===== src/design/tsfa_pkg.sv =====
// Package for the touch sample filter and averager.
// Holds widths, event and panel mode codes, and the per-axis filter result type.
// No dependencies; used by tsfa_axis_filter and touch_sample_filter_averager.
package tsfa_pkg;

    // Width of a stored conversion sample.
    localparam int SAMPLE_W   = 10;
    // Width of the conversion fields on the input port.
    localparam int CONV_W     = 10;
    // Width of the reported position fields.
    localparam int POS_W      = 10;
    // Width of the deviation limit register.
    localparam int LIMIT_W    = 10;
    // Width used when comparing a deviation against the limit.
    localparam int CMP_W      = (SAMPLE_W > LIMIT_W) ? SAMPLE_W : LIMIT_W;
    // Width of a sum of four samples.
    localparam int SUM4_W     = SAMPLE_W + 2;
    // Number of samples gathered before the filter runs.
    localparam int NUM_SAMPLES = 4;
    localparam int COUNT_W    = $clog2(NUM_SAMPLES);

    localparam logic [LIMIT_W-1:0] LIMIT_RESET = LIMIT_W'(10);

    // Event kinds.
    localparam logic [1:0] KIND_PEN_IRQ  = 2'd0;
    localparam logic [1:0] KIND_CONV     = 2'd1;
    localparam logic [1:0] KIND_TIMER    = 2'd2;
    localparam logic [1:0] KIND_UNUSED   = 2'd3;

    // Panel modes.
    localparam logic [1:0] MODE_WAIT_DOWN = 2'd0;
    localparam logic [1:0] MODE_WAIT_UP   = 2'd1;
    localparam logic [1:0] MODE_MEASURE   = 2'd2;

    typedef logic [SAMPLE_W-1:0] t_sample;

    // Outcome of the filter on one axis.
    typedef struct packed {
        logic             pass;
        logic [POS_W-1:0] average;
    } t_axis_result;

endpackage


===== src/design/tsfa_axis_filter.sv =====
// Deviation check and four-sample floor average for one axis.
// Depends on tsfa_pkg.
module tsfa_axis_filter (
    input  tsfa_pkg::t_sample                 i_s0,
    input  tsfa_pkg::t_sample                 i_s1,
    input  tsfa_pkg::t_sample                 i_s2,
    input  tsfa_pkg::t_sample                 i_s3,
    input  logic [tsfa_pkg::LIMIT_W-1:0]      i_limit,
    output tsfa_pkg::t_axis_result            o_result
);

    logic [tsfa_pkg::SAMPLE_W:0]   sum01;
    logic [tsfa_pkg::SAMPLE_W:0]   sum12;
    tsfa_pkg::t_sample             mean01;
    tsfa_pkg::t_sample             mean12;
    tsfa_pkg::t_sample             dev2;
    tsfa_pkg::t_sample             dev3;
    logic [tsfa_pkg::CMP_W-1:0]    limit_ext;
    logic [tsfa_pkg::SUM4_W-1:0]   sum4;

    // Means of neighboring pairs fit back into a sample after the shift.
    assign sum01  = {1'b0, i_s0} + {1'b0, i_s1};
    assign sum12  = {1'b0, i_s1} + {1'b0, i_s2};
    assign mean01 = sum01[tsfa_pkg::SAMPLE_W:1];
    assign mean12 = sum12[tsfa_pkg::SAMPLE_W:1];

    assign dev2 = (i_s2 >= mean01) ? (i_s2 - mean01) : (mean01 - i_s2);
    assign dev3 = (i_s3 >= mean12) ? (i_s3 - mean12) : (mean12 - i_s3);

    assign limit_ext = tsfa_pkg::CMP_W'(i_limit);

    assign sum4 = tsfa_pkg::SUM4_W'(i_s0) + tsfa_pkg::SUM4_W'(i_s1)
                + tsfa_pkg::SUM4_W'(i_s2) + tsfa_pkg::SUM4_W'(i_s3);

    always_comb begin
        o_result.pass    = (tsfa_pkg::CMP_W'(dev2) <= limit_ext)
                        && (tsfa_pkg::CMP_W'(dev3) <= limit_ext);
        o_result.average = tsfa_pkg::POS_W'(sum4 >> 2);
    end

endmodule


===== src/design/touch_sample_filter_averager.sv =====
// Top level of the touch sample filter and averager.
// Depends on tsfa_pkg and tsfa_axis_filter.
//
// This block sits behind a resistive touch panel controller and turns its
// events into touch reports. Each input item is one event (pen interrupt,
// conversion done or re-sample timer expiry) with the pen-up flag and an
// x/y conversion. A pen-up event yields a release report and the wait for
// pen down; a pen-down conversion is stored until four have been gathered,
// and on the fourth the block checks samples 2 and 3 against the floor mean
// of the two samples before each, reports the floor average of all four if
// both stay within the deviation limit, and asks for the wait for pen up and
// the re-sample timer. Every event except the unused kind three yields exactly
// one result item; kind three is dropped without effect. The block takes one
// item per clock cycle while the input side does not stall. An item is held in
// the input register, then the filter and averaging logic load its result into
// the result register, from which the result is presented. The input side
// stalls only when both registers hold items that the output side has not
// taken. The deviation limit resets to 10 and is written through the cfg
// channel, which is always ready; the user must write it only while no item
// is in flight, as the block itself does not enforce this.
module touch_sample_filter_averager (
    input  logic        i_clk,
    input  logic        i_rst_n,
    // Configuration: deviation_limit in the low bits.
    input  logic        i_cfg_valid,
    output logic        o_cfg_ready,
    input  logic [15:0] i_cfg_data,      // [9:0] deviation_limit
    // Event items.
    input  logic        s_axis_tvalid,
    output logic        s_axis_tready,
    input  logic [23:0] s_axis_tdata,    // [0] pen_up, [10:1] x_sample, [20:11] y_sample
    input  logic [1:0]  s_axis_tuser,    // [1:0] kind
    // Report items.
    output logic        m_axis_tvalid,
    input  logic        m_axis_tready,
    output logic [31:0] m_axis_tdata     // [0] report_release, [1] report_position,
                                         // [11:2] x_position, [21:12] y_position,
                                         // [23:22] panel_mode, [24] arm_timer
);

    localparam int CW = tsfa_pkg::CONV_W;
    localparam int PW = tsfa_pkg::POS_W;

    // Input register.
    logic                 r_in_valid;
    logic [1:0]           r_in_kind;
    logic                 r_in_pen_up;
    logic [CW-1:0]        r_in_x;
    logic [CW-1:0]        r_in_y;

    // Block state.
    logic [tsfa_pkg::LIMIT_W-1:0]  r_limit;
    logic [tsfa_pkg::COUNT_W-1:0]  r_count;
    logic [tsfa_pkg::COUNT_W-1:0]  n_count;
    // Only the first three samples of a run are kept; the fourth is the live item.
    tsfa_pkg::t_sample             r_x_mem [tsfa_pkg::NUM_SAMPLES-1];
    tsfa_pkg::t_sample             r_y_mem [tsfa_pkg::NUM_SAMPLES-1];

    // Result register.
    logic                 r_out_valid;
    logic                 r_out_release;
    logic                 r_out_position;
    logic [PW-1:0]        r_out_x;
    logic [PW-1:0]        r_out_y;
    logic [1:0]           r_out_mode;
    logic                 r_out_arm;

    logic                 n_release;
    logic                 n_position;
    logic [PW-1:0]        n_x;
    logic [PW-1:0]        n_y;
    logic [1:0]           n_mode;
    logic                 n_arm;
    logic                 store_sample;

    logic                 advance;
    logic                 in_accept;
    tsfa_pkg::t_sample    x_live;
    tsfa_pkg::t_sample    y_live;
    tsfa_pkg::t_axis_result x_res;
    tsfa_pkg::t_axis_result y_res;

    // The item in the input register moves on when the result register is free
    // or is being emptied in the same cycle.
    assign advance       = r_in_valid && (!r_out_valid || m_axis_tready);
    assign s_axis_tready = !r_in_valid || advance;
    assign in_accept     = s_axis_tvalid && s_axis_tready;
    assign o_cfg_ready   = 1'b1;

    assign x_live = tsfa_pkg::SAMPLE_W'(r_in_x);
    assign y_live = tsfa_pkg::SAMPLE_W'(r_in_y);

    tsfa_axis_filter u_x_filter (
        .i_s0     (r_x_mem[0]),
        .i_s1     (r_x_mem[1]),
        .i_s2     (r_x_mem[2]),
        .i_s3     (x_live),
        .i_limit  (r_limit),
        .o_result (x_res)
    );

    tsfa_axis_filter u_y_filter (
        .i_s0     (r_y_mem[0]),
        .i_s1     (r_y_mem[1]),
        .i_s2     (r_y_mem[2]),
        .i_s3     (y_live),
        .i_limit  (r_limit),
        .o_result (y_res)
    );

    // Event decode for the item in the input register.
    always_comb begin
        n_count      = r_count;
        n_release    = 1'b0;
        n_position   = 1'b0;
        n_x          = '0;
        n_y          = '0;
        n_mode       = tsfa_pkg::MODE_WAIT_DOWN;
        n_arm        = 1'b0;
        store_sample = 1'b0;
        if (r_in_pen_up) begin
            // A conversion with the pen lifted abandons the current run.
            if (r_in_kind == tsfa_pkg::KIND_CONV) begin
                n_count = '0;
            end
            n_release = 1'b1;
            n_mode    = tsfa_pkg::MODE_WAIT_DOWN;
        end else if (r_in_kind != tsfa_pkg::KIND_CONV) begin
            n_mode = tsfa_pkg::MODE_MEASURE;
        end else if (r_count == tsfa_pkg::COUNT_W'(tsfa_pkg::NUM_SAMPLES - 1)) begin
            // Fourth sample of the run: filter and report.
            n_position = x_res.pass && y_res.pass;
            if (n_position) begin
                n_x = x_res.average;
                n_y = y_res.average;
            end
            n_count = '0;
            n_mode  = tsfa_pkg::MODE_WAIT_UP;
            n_arm   = 1'b1;
        end else begin
            store_sample = 1'b1;
            n_count      = r_count + 1'b1;
            n_mode       = tsfa_pkg::MODE_MEASURE;
        end
    end

    // Control registers.
    always_ff @(posedge i_clk) begin
        if (!i_rst_n) begin
            r_in_valid  <= 1'b0;
            r_out_valid <= 1'b0;
            r_count     <= '0;
            r_limit     <= tsfa_pkg::LIMIT_RESET;
        end else begin
            if (i_cfg_valid && o_cfg_ready) begin
                r_limit <= i_cfg_data[tsfa_pkg::LIMIT_W-1:0];
            end
            if (in_accept) begin
                r_in_valid <= 1'b1;
            end else if (advance) begin
                r_in_valid <= 1'b0;
            end
            if (advance && (r_in_kind != tsfa_pkg::KIND_UNUSED)) begin
                r_out_valid <= 1'b1;
                r_count     <= n_count;
            end else if (m_axis_tready) begin
                r_out_valid <= 1'b0;
            end
        end
    end

    // Payload registers and sample store.
    always_ff @(posedge i_clk) begin
        if (in_accept) begin
            r_in_kind   <= s_axis_tuser;
            r_in_pen_up <= s_axis_tdata[0];
            r_in_x      <= s_axis_tdata[CW:1];
            r_in_y      <= s_axis_tdata[2*CW:CW+1];
        end
        if (advance && (r_in_kind != tsfa_pkg::KIND_UNUSED)) begin
            r_out_release  <= n_release;
            r_out_position <= n_position;
            r_out_x        <= n_x;
            r_out_y        <= n_y;
            r_out_mode     <= n_mode;
            r_out_arm      <= n_arm;
            if (store_sample) begin
                r_x_mem[r_count] <= x_live;
                r_y_mem[r_count] <= y_live;
            end
        end
    end

    assign m_axis_tvalid = r_out_valid;
    assign m_axis_tdata  = {7'd0, r_out_arm, r_out_mode, r_out_y, r_out_x,
                            r_out_position, r_out_release};

endmodule

===== config.mk =====
export PLATFORM = sky130hd
export DESIGN_NAME = touch_sample_filter_averager
export DESIGN_NICKNAME = d
export VERILOG_FILES = /design/src/design/tsfa_pkg.sv /design/src/design/tsfa_axis_filter.sv /design/src/design/touch_sample_filter_averager.sv
export SDC_FILE = /design/constraint.sdc
export NUM_CORES = 1
export LEC_CHECK = 0
export BUFFER_PORTS_ARGS = -buffer_cell sky130_fd_sc_hd__clkbuf_2
export CORE_MARGIN = 3
export CORE_UTILIZATION = 30
export DETAILED_ROUTE_END_ITERATION = 8
export GPL_ROUTABILITY_DRIVEN = 1
export PLACE_DENSITY = 0.43
export SLEW_MARGIN = 20
export SYNTH_ARGS = -nofsm -noshare
export SYNTH_HDL_FRONTEND = slang
export SYNTH_SLANG_ARGS = --single-unit

===== constraint.sdc =====
create_clock -name i_clk -period 10.95 [get_ports i_clk]
set_input_delay 1.095 -clock i_clk [delete_from_list [all_inputs] [get_ports i_clk]]
set_output_delay 1.095 -clock i_clk [all_outputs]
set_load 0.005 [all_outputs]

* After elaboration in Yosys (flattened, before gate mapping)
Memories as Yosys holds them, arrays and structs flattened. Index checks and enable logic that the tools add are counted.
Storage, ports and cells: output and inout port bits 35, RAM bits 60, register bits after elaboration 62, logic and storage cells 90, memories kept 2
Cells by class: bitwise gates (word level) 2, equality and inequality tests 6, reduce and logical (&&, ||, !) cells 16, add/subtract/negate cells 19, multiplexer cells 22, magnitude comparators 8
Memories:
- r_x_mem | words 3, bits a word 10, rd ports 3, clocked after memory_dff 0, wr ports 1, line touch_sample_filter_averager.sv:56 | tsfa_pkg::t_sample r_x_mem [tsfa_pkg::NUM_SAMPLES-1];
- r_y_mem | words 3, bits a word 10, rd ports 3, clocked after memory_dff 0, wr ports 1, line touch_sample_filter_averager.sv:57 | tsfa_pkg::t_sample r_y_mem [tsfa_pkg::NUM_SAMPLES-1];
Operators with widths (count):
- $sub A10 B10 Y10 | 8
- $add A10 B10 Y11 | 6
- $add A12 B10 Y12 | 4
- $ge A10 B10 Y1 | 4
- $le A10 B10 Y1 | 4
- $mux W10 | 4
- $mux W1 | 12
- $mux W2 | 6
- $logic_and A1 B1 Y1 | 6
- $ne A2 B1 Y1 const B | 2
- $ne A2 B2 Y1 const B | 2
- $reduce_bool A2 Y1 | 2
- $reduce_or A4 Y1 | 1
- $reduce_and A3 Y1 | 1
- $reduce_or A3 Y1 | 1
- $add A2 B1 Y2 const B | 1
- $eq A2 B1 Y1 const B | 1
- $eq A2 B2 Y1 const B | 1
- $logic_not A1 Y1 | 2
- $logic_or A1 B1 Y1 | 2
- $not A1 Y1 | 2
- $reduce_or A2 Y1 | 1

* Logic depth before layout (Yosys ltp)
Gate-level depths: netlist of run 1. An unclocked memory read counts as a cell.
depth after elaboration 9, depth in mapped cells 27, depth with buffers taken out 25

* Modules after synthesis
From an unflattened synthesis of run 1, not the netlist that was laid out.
Unflattened totals: cell total of the unflattened synthesis 1151, area total of the unflattened synthesis 11453.5 µm²
By module, submodules not included:
- touch_sample_filter_averager | times used 1, cells each 212, area each 4151.5 µm², sequential area each 3493.4 µm²
- tsfa_axis_filter at u_y_filter | times used 1, cells each 470, area each 3656.0 µm², sequential area each 0.0 µm²
- tsfa_axis_filter at u_x_filter | times used 1, cells each 469, area each 3646.0 µm², sequential area each 0.0 µm²

* Worst setup path after synthesis of run 1
Ideal clock, no wire load.
path kind register -> register, from memory r_x_mem[2][0] in the netlist's numbering, to register r_out_x[1], data pin, path slack 5098 ps, cell stages (with the launch flop) 27, arrival 5695 ps, clock period less this slack 5852 ps, library setup time 157 ps, path buffers 3, path through edfxtp_1 and2_1 fa_1 a21o_1 a21oi_1 o21bai_1 a21oi_1 xnor2_1 ha_1 buf_6 a21o_1 o21a_1 o41ai_4 and2_1 buf_6 o21ai_2 o211a_1 a2111oi_2 ha_1 a211oi_1 a21oi_1 o21ai_0 a311o_1 o211ai_1 or4_1 clkbuf_1 nor3_1
RTL lines:
- start, declared | line touch_sample_filter_averager.sv:56
- end signal, assigned | line touch_sample_filter_averager.sv:183 | r_out_x <= n_x;
- end, declared | line touch_sample_filter_averager.sv:63 | logic [PW-1:0] r_out_x;

==> results of run 1 <==
## area by class of cell
type	instances	area [µm²]
Clock buffer	28	581
Clock inverter	4	46.3
Fill cell	3842	24200
Inverter	145	544
Multi-Input combinational cell	890	7270
Sequential cell	121	3490
Tap cell	504	631
Timing Repair Buffer	66	335
## flip-flops by register name, indices dropped and copies added (netlist names)
signal and cells:
r_in_valid 1, r_out_x 10, r_in_x 10, r_out_mode 2, r_limit 10, r_x_mem 30, r_out_position 1, r_in_pen_up 1
r_in_y 10, r_in_kind 2, m_axis_tvalid 1, r_y_mem 30, r_count 2, r_out_release 1, r_out_y 10
## Yosys cell counts (15+ instances only)
| master | instances |
|---|---|
| nand2_1 | 57 |
| xnor2_1 | 44 |
| a21oi_1 | 74 |
| edfxtp_1 | 107 |
| nor3_1 | 31 |
| nand3_1 | 20 |
| fa_1 | 32 |
| nor2b_1 | 32 |
| o21ai_0 | 48 |
| mux2i_1 | 29 |
| ha_1 | 180 |
| a21o_1 | 27 |
| xor2_1 | 33 |
| o211ai_1 | 15 |
| o21a_1 | 18 |
| nor2_1 | 63 |
| inv_1 | 145 |
## metrics by stage
stage / util [%] / hold WS, ns / power, mW / instances
after CTS: 34.7 / 0.530 / 1.37 / 1758
after floorplan: - / 0.483 / 0.693 / 1183
after detailed placement: 33.1 / 0.516 / 0.754 / 1726
after global placement: 33.1 / 0.500 / 0.753 / 1726
after global routing: 34.7 / 0.540 / 1.41 / 1758
final: 34.7 / 0.521 / 1.34 / 1758
## logic make-up after synthesis
family	synth area share [%]
other	0.0656
flip-flops	30.5
AO/OA/AOI/OAI	16.6
AND/OR/NAND/NOR	12.3
buffers and inverters	6.22
adder cells (fa/ha/maj)	25.3
multiplexers	3.22
XOR/XNOR	5.89
## report_power, final
part	internal (mW)	switching [mW]
sequential	0.515	0.0114
combinational	0.0938	0.124
clock	0.383	0.216
total	0.991	0.351
## layer usage
| layer | track usage, % | part of all wire (%) | up-vias |
|---|---|---|---|
| met1 | 22.7 | 52 | 4008 |
| met2 | 21.0 | 41 | 181 |
| met5 | 0 | 0 | - |
| met4 | 3.89 | 1.1 | 0 |
| met3 | 3.24 | 5.8 | 15 |
| li1 | - | - | 4327 |
## critical path, cell delays in order (launching register included)
cell       delay [ns]
edfxtp_1         0.48
and2_1           0.22
fa_1             0.40
a21o_1           0.19
a21oi_1          0.23
o21bai_1         0.09
a21oi_1          0.27
xnor2_1          0.19
ha_1             0.36
a21o_1           0.25
o21a_1           0.23
o41ai_4          0.43
and2_1           0.46
o21ai_2          0.11
o211a_1          0.23
a2111oi_2        0.34
ha_1             0.32
a211oi_1         0.34
a21oi_1          0.10
o21ai_0          0.09
a311o_1          0.17
o211ai_1         0.13
or4_1            0.99
nor3_1           0.30
## path summary, 6_finish.rpt
| path | startpoint | depth (start not counted) | slack [ns] | to |
|---|---|---|---|---|
| min reg2reg | r_limit[2] | 2 | 0.52 | r_limit[2] |
| max reg2reg | r_x_mem[2][0] | 23 | 3.84 | r_out_x[3] |
| min | r_limit[2] | 2 | 0.52 | r_limit[2] |
| max | r_x_mem[2][0] | 23 | 3.84 | r_out_x[3] |
==> results.py, run 1 <==
metrics = {
    "finish": {
        "area_growth_pct": 12.7,
        "design_area_um2": 12900,
        "drive_above_1_share_pct": 9.97,
        "most-common-layout-cells": "180 x ha_1, 145 x inv_1, 107 x edfxtp_1, 74 x a21oi_1, 64 x clkbuf_2",
        "final_common_cell": "ha_1",
        "num_antenna_cells": 0,
        "fin_nets": 1500,
    },
    "floorplan": {
        "initial_core_util_pct": 30.8,
        "die_x_um": 201,
        "die_y_um": 201,
        "core_um2": 37100,
        "pin_count": 82,
        "dieArea_um2": 40500,
        "placementRows": 70,
    },
    "global_routing": {
        "antenna_found_initial": 0,
        "grt-ovfl-total": 0,
        "gr-usage-all-layers_pct": 14.9,
        "first_global_vias": 8347,
        "grt_pass1_wl_mm": 46.8,
        "grt_max_degree": 25,
    },
    "placement": {
        "dpl.hpwl_mm": 24.2,
        "io_buffers": 64,
        "dp_slack_ns": 3.84,
        "gp_congestion": 0.817,
        "dpl-instance-area_um2": 12300,
    },
    "drt": {
        "drt-initial-drc-count": 449,
        "first_pass_iters": 5,
        "avgRoutedWirePerCell_um": 17.0,
        "drtAntennaViolNets": 0,
        "avgViaCountPerCell": 4.85,
        "drcViolationCount": 0,
        "via_count": 8531,
        "drt_wl_total_mm": 29.8,
    },
    "hold_path": {
        "hold_class": "reg2reg",
    },
    "synthesis": {
        "avgSynthCellArea_um2": 9.73,
        "synth-edff-count": 107,
        "syn_area_um2": 11400,
        "synthTopCellsByArea": "edfxtp_1 28%, ha_1 20%, fa_1 5.6%",
        "yosysTopAreaCellShare_pct": 28.1,
        "synth.yosys.seq_area_share_pct": 30.5,
        "synth_top_area_cell": "edfxtp_1",
        "synth_ff_type": "edfxtp_1",
        "yosysUniqueCellTypes": 78,
        "async_flop_share_pct": 0,
        "syn-instance-count": 1177,
        "yosys_warnings": 0,
        "synth-seq-cells": 121,
    },
    "clocking": {
        "cts.sinks": 121,
        "clkTransAtPathRegs_ns": 0.06,
        "post_cts_buffers": 0,
        "htreeDepth": 4,
        "insertion_delay_ns": 0.44,
        "cts_tree": "yes",
        "numCtsBuffers": 17,
        "cts_hold_buf": 0,
        "cts_resized": 0,
        "cts-root-buf": "clkbuf_16",
        "clock_path_buffers": 2,
    },
    "sta": {
        "slew_violations": 0,
        "clock_skew_ns": 0.00968,
        "max_slew.worst_pin.slew_ns": 1.14,
        "finalCritPeriodShare_pct": 64.9,
        "hold_viol_final": 0,
        "setup_tns_ns": 0,
        "rsz0062_at_grt": "no",
        "fin_crit_ns": 7.11,
        "max_clock_freq_ghz": 0.141,
        "finalSetupViolCount": 0,
        "fin_ws_ns": 3.84,
        "relSlewSlack_pct": 23.2,
    },
    "power": {
        "p_per_area_nw_per_um2": 104,
        "leakage_nw": 5.72,
        "vdd_drop_max_mv": 0.113,
    },
    "run": {
        "maxCapViolations": 0,
    },
    "run_status": {
        "status": "finished, final reports clean",
    },
    "setup_path": {
        "crit_type": "reg2reg",
        "end_kind": "register",
        "crit_required_ns": 11.22,
        "cp-start-kind": "register",
        "critPathArrivalTime_ns": 7.38,
        "critPathMaxFanout": 21,
    },
}
(Power assumes the default switching activity.)
==> run 2: changes to the inputs <==
--- a/config.mk
+++ b/config.mk
@@ -5,12 +5,13 @@
 export SDC_FILE = /design/constraint.sdc
 export NUM_CORES = 1
 export LEC_CHECK = 0
+export ABC_AREA = 1
 export BUFFER_PORTS_ARGS = -buffer_cell sky130_fd_sc_hd__clkbuf_2
 export CORE_MARGIN = 3
 export CORE_UTILIZATION = 30
 export DETAILED_ROUTE_END_ITERATION = 8
 export GPL_ROUTABILITY_DRIVEN = 1
-export PLACE_DENSITY = 0.43
+export PLACE_DENSITY = 0.45
 export SLEW_MARGIN = 20
 export SYNTH_ARGS = -nofsm -noshare
 export SYNTH_HDL_FRONTEND = slang
==> constraint.sdc (replaced) <==
create_clock -name i_clk -period 5.9 [get_ports i_clk]
set_input_delay 0.59 -clock i_clk [delete_from_list [all_inputs] [get_ports i_clk]]
set_output_delay 0.59 -clock i_clk [all_outputs]
set_load 0.005 [all_outputs]
==> run 2 against run 1 <==
Compared with the run above: critical path depth is 3 higher; clock power is 80% higher; register-to-register slack worse by 3.2 ns; largest power group unchanged.
==> results.py, run 2 <==
metrics = {
    "setup_path": {
        "timing.rr.end": "r_out_x[8]",
        "cp-start-kind": "register",
        "r2r_slack_ns": 0.59,
        "cp_top_family": "compound AO/OA/AOI/OAI gates",
        "worst-path-buf-inv": 4,
        "crit_type": "reg2reg",
        "crit_path_frequent_cell": "nand2_1",
        "rr_worst_depth": 26,
        "critPathMaxFanout": 10,
        "end_kind": "register",
        "crit_required_ns": 6.20,
        "crit_slowest_cell": "edfxtp_1",
        "r2r_start": "r_y_mem[2][1]",
        "critPathArrivalTime_ns": 5.60,
        "critical-path-max-stage-delay_ns": 0.51,
    },
    "clocking": {
        "cts_hold_buf": 0,
        "cts_tree": "yes",
        "htreeDepth": 4,
        "cts.sinks": 121,
        "clkTransAtPathRegs_ns": 0.06,
        "insertion_delay_ns": 0.44,
        "numCtsBuffers": 17,
        "post_cts_buffers": 0,
        "cts-root-buf": "clkbuf_16",
        "cts_resized": 0,
        "clock_path_buffers": 2,
    },
    "synthesis": {
        "yosys_warnings": 0,
        "yosysTopAreaCellShare_pct": 26.7,
        "async_flop_share_pct": 0,
        "avgSynthCellArea_um2": 8.24,
        "synth_ff_type": "edfxtp_1",
        "synth_commonest_cells": "261 x nand2_1, 260 x inv_1, 180 x ha_1, 123 x a21oi_1, 107 x edfxtp_1",
        "synth-edff-count": 107,
        "yosysUniqueCellTypes": 54,
        "synth.yosys.seq_area_share_pct": 29.1,
        "synth-seq-cells": 121,
        "syn_area_um2": 12000,
        "synthTopCellsByArea": "edfxtp_1 27%, ha_1 19%, nand2_1 8.2%",
        "syn-instance-count": 1459,
        "synth_top_area_cell": "edfxtp_1",
        "yosysMostFrequentCell": "nand2_1",
    },
    "floorplan": {
        "die_x_um": 206,
        "core_um2": 39100,
        "die_y_um": 206,
        "dieArea_um2": 42500,
        "initial_core_util_pct": 30.7,
        "pin_count": 82,
        "placementRows": 72,
    },
    "global_routing": {
        "gr-usage-all-layers_pct": 15.5,
        "grt-ovfl-total": 0,
        "first_global_vias": 9515,
        "grt_pass1_wl_mm": 50.6,
        "antenna_found_initial": 0,
        "grt_max_degree": 25,
    },
    "sta": {
        "hold_slack_ns": 0.320,
        "relSlewSlack_pct": 32.9,
        "finalCritPeriodShare_pct": 89.9,
        "hold_viol_final": 0,
        "finalSetupViolCount": 0,
        "max_slew.worst_pin.slew_ns": 1.01,
        "fin_crit_ns": 5.31,
        "setup_tns_ns": 0,
        "clock_skew_ns": 0.00804,
        "fin_ws_ns": 0.594,
        "slew_violations": 0,
        "rsz0062_at_grt": "no",
        "max_clock_freq_ghz": 0.188,
    },
    "power": {
        "p_per_area_nw_per_um2": 185,
        "vdd_drop_max_mv": 0.202,
        "leakage_nw": 6.56,
        "finalPower_mw": 2.48,
    },
    "finish": {
        "drive_above_1_share_pct": 10.1,
        "final_common_cell": "nand2_1",
        "num_antenna_cells": 0,
        "area_growth_pct": 11.9,
        "fin_nets": 1782,
        "design_area_um2": 13400,
        "most-common-layout-cells": "261 x nand2_1, 259 x inv_1, 180 x ha_1, 123 x a21oi_1, 107 x edfxtp_1",
        "reg_top3": "r_x_mem x30, r_y_mem x30",
    },
    "placement": {
        "gp_congestion": 0.873,
        "dp_slack_ns": 0.552,
        "io_buffers": 64,
        "dpl-instance-area_um2": 12900,
        "dpl.hpwl_mm": 26.5,
    },
    "hold_path": {
        "min_to": "r_in_y[0]",
        "hold_class": "in2reg",
        "hold_start": "s_axis_tdata[11]",
        "hold-path-cell-count": 1,
    },
    "drt": {
        "avgRoutedWirePerCell_um": 15.5,
        "drt_wl_total_mm": 31.7,
        "drt-initial-drc-count": 493,
        "drcViolationCount": 0,
        "drtAntennaViolNets": 0,
        "via_count": 9542,
        "avgViaCountPerCell": 4.65,
        "first_pass_iters": 5,
    },
    "run_status": {
        "status": "finished, final reports clean",
    },
    "run": {
        "maxCapViolations": 0,
    },
}
==> run 2: cell families after synthesis <==
kind of cell | after synthesis | share of synthesized area [%]
buffers and inverters | 297 | 10.1
other | 2 | 0.0625
XOR/XNOR | 95 | 6.92
AO/OA/AOI/OAI | 263 | 13.0
adder cells (fa/ha/maj) | 212 | 24.1
flip-flops | 121 | 29.1
AND/OR/NAND/NOR | 469 | 16.8
==> run 2: area by class of cell <==
cell class | instances | area [µm²]
multi-input cells | 1047 | 7340
clock buffers | 22 | 518
repair buffers | 71 | 373
inverters | 265 | 997
clock inverters | 10 | 75.1
fillers | 4188 | 25700
flip-flops and latches | 121 | 3490
well taps | 518 | 648
==> run 2: where the power goes <==
| group | internal [mW] | switching, mW |
|---|---|---|
| registers | 0.956 | 0.0215 |
| logic | 0.162 | 0.268 |
| clock network | 0.628 | 0.448 |
| total | 1.75 | 0.738 |
==> run 2: worst max-delay path by stage <==
| stage | start | endpoint | cells after the start |
|---|---|---|---|
| 3_3_place_gp | r_y_mem[2][1] | r_out_x[8] | 26 |
| 2_1_floorplan | r_y_mem[1][0] | r_out_x[0] | 27 |
| 6_report | r_y_mem[2][1] | r_out_x[8] | 26 |
| 5_1_grt | r_y_mem[2][0] | r_out_x[8] | 28 |
| 4_1_cts | r_y_mem[2][1] | r_out_y[7] | 26 |
| 3_5_place_dp | r_x_mem[2][0] | r_out_y[0] | 28 |
==> run 2: routing by layer <==
layer  track usage [%]  up-vias  wire length [µm]
met4              4.10        0               434
met3              2.00       26              1000
met5                 0        -                 0
li1                  -     4928                 -
met1              22.5     4415             16600
met2              24.1      173             13700
==> run 2: metrics by stage <==
stage,instances,util (%)
floorplan,1465,-
global placement,2022,32.9
detailed placement,2022,32.9
CTS,2054,34.4
global route,2054,34.4
finish,2054,34.4
==> run 2: worst register-to-register path, delay by kind of cell, from the launching register on <==
kind	cells	cell delay [ns]
AOI/OAI and AO/OA	9	1.66
xor gates and xnor gates	1	0.24
adders and majority gates	3	1.17
buffers and inverters	4	0.58
DFF	1	0.51
and+or+nand+nor	9	1.00
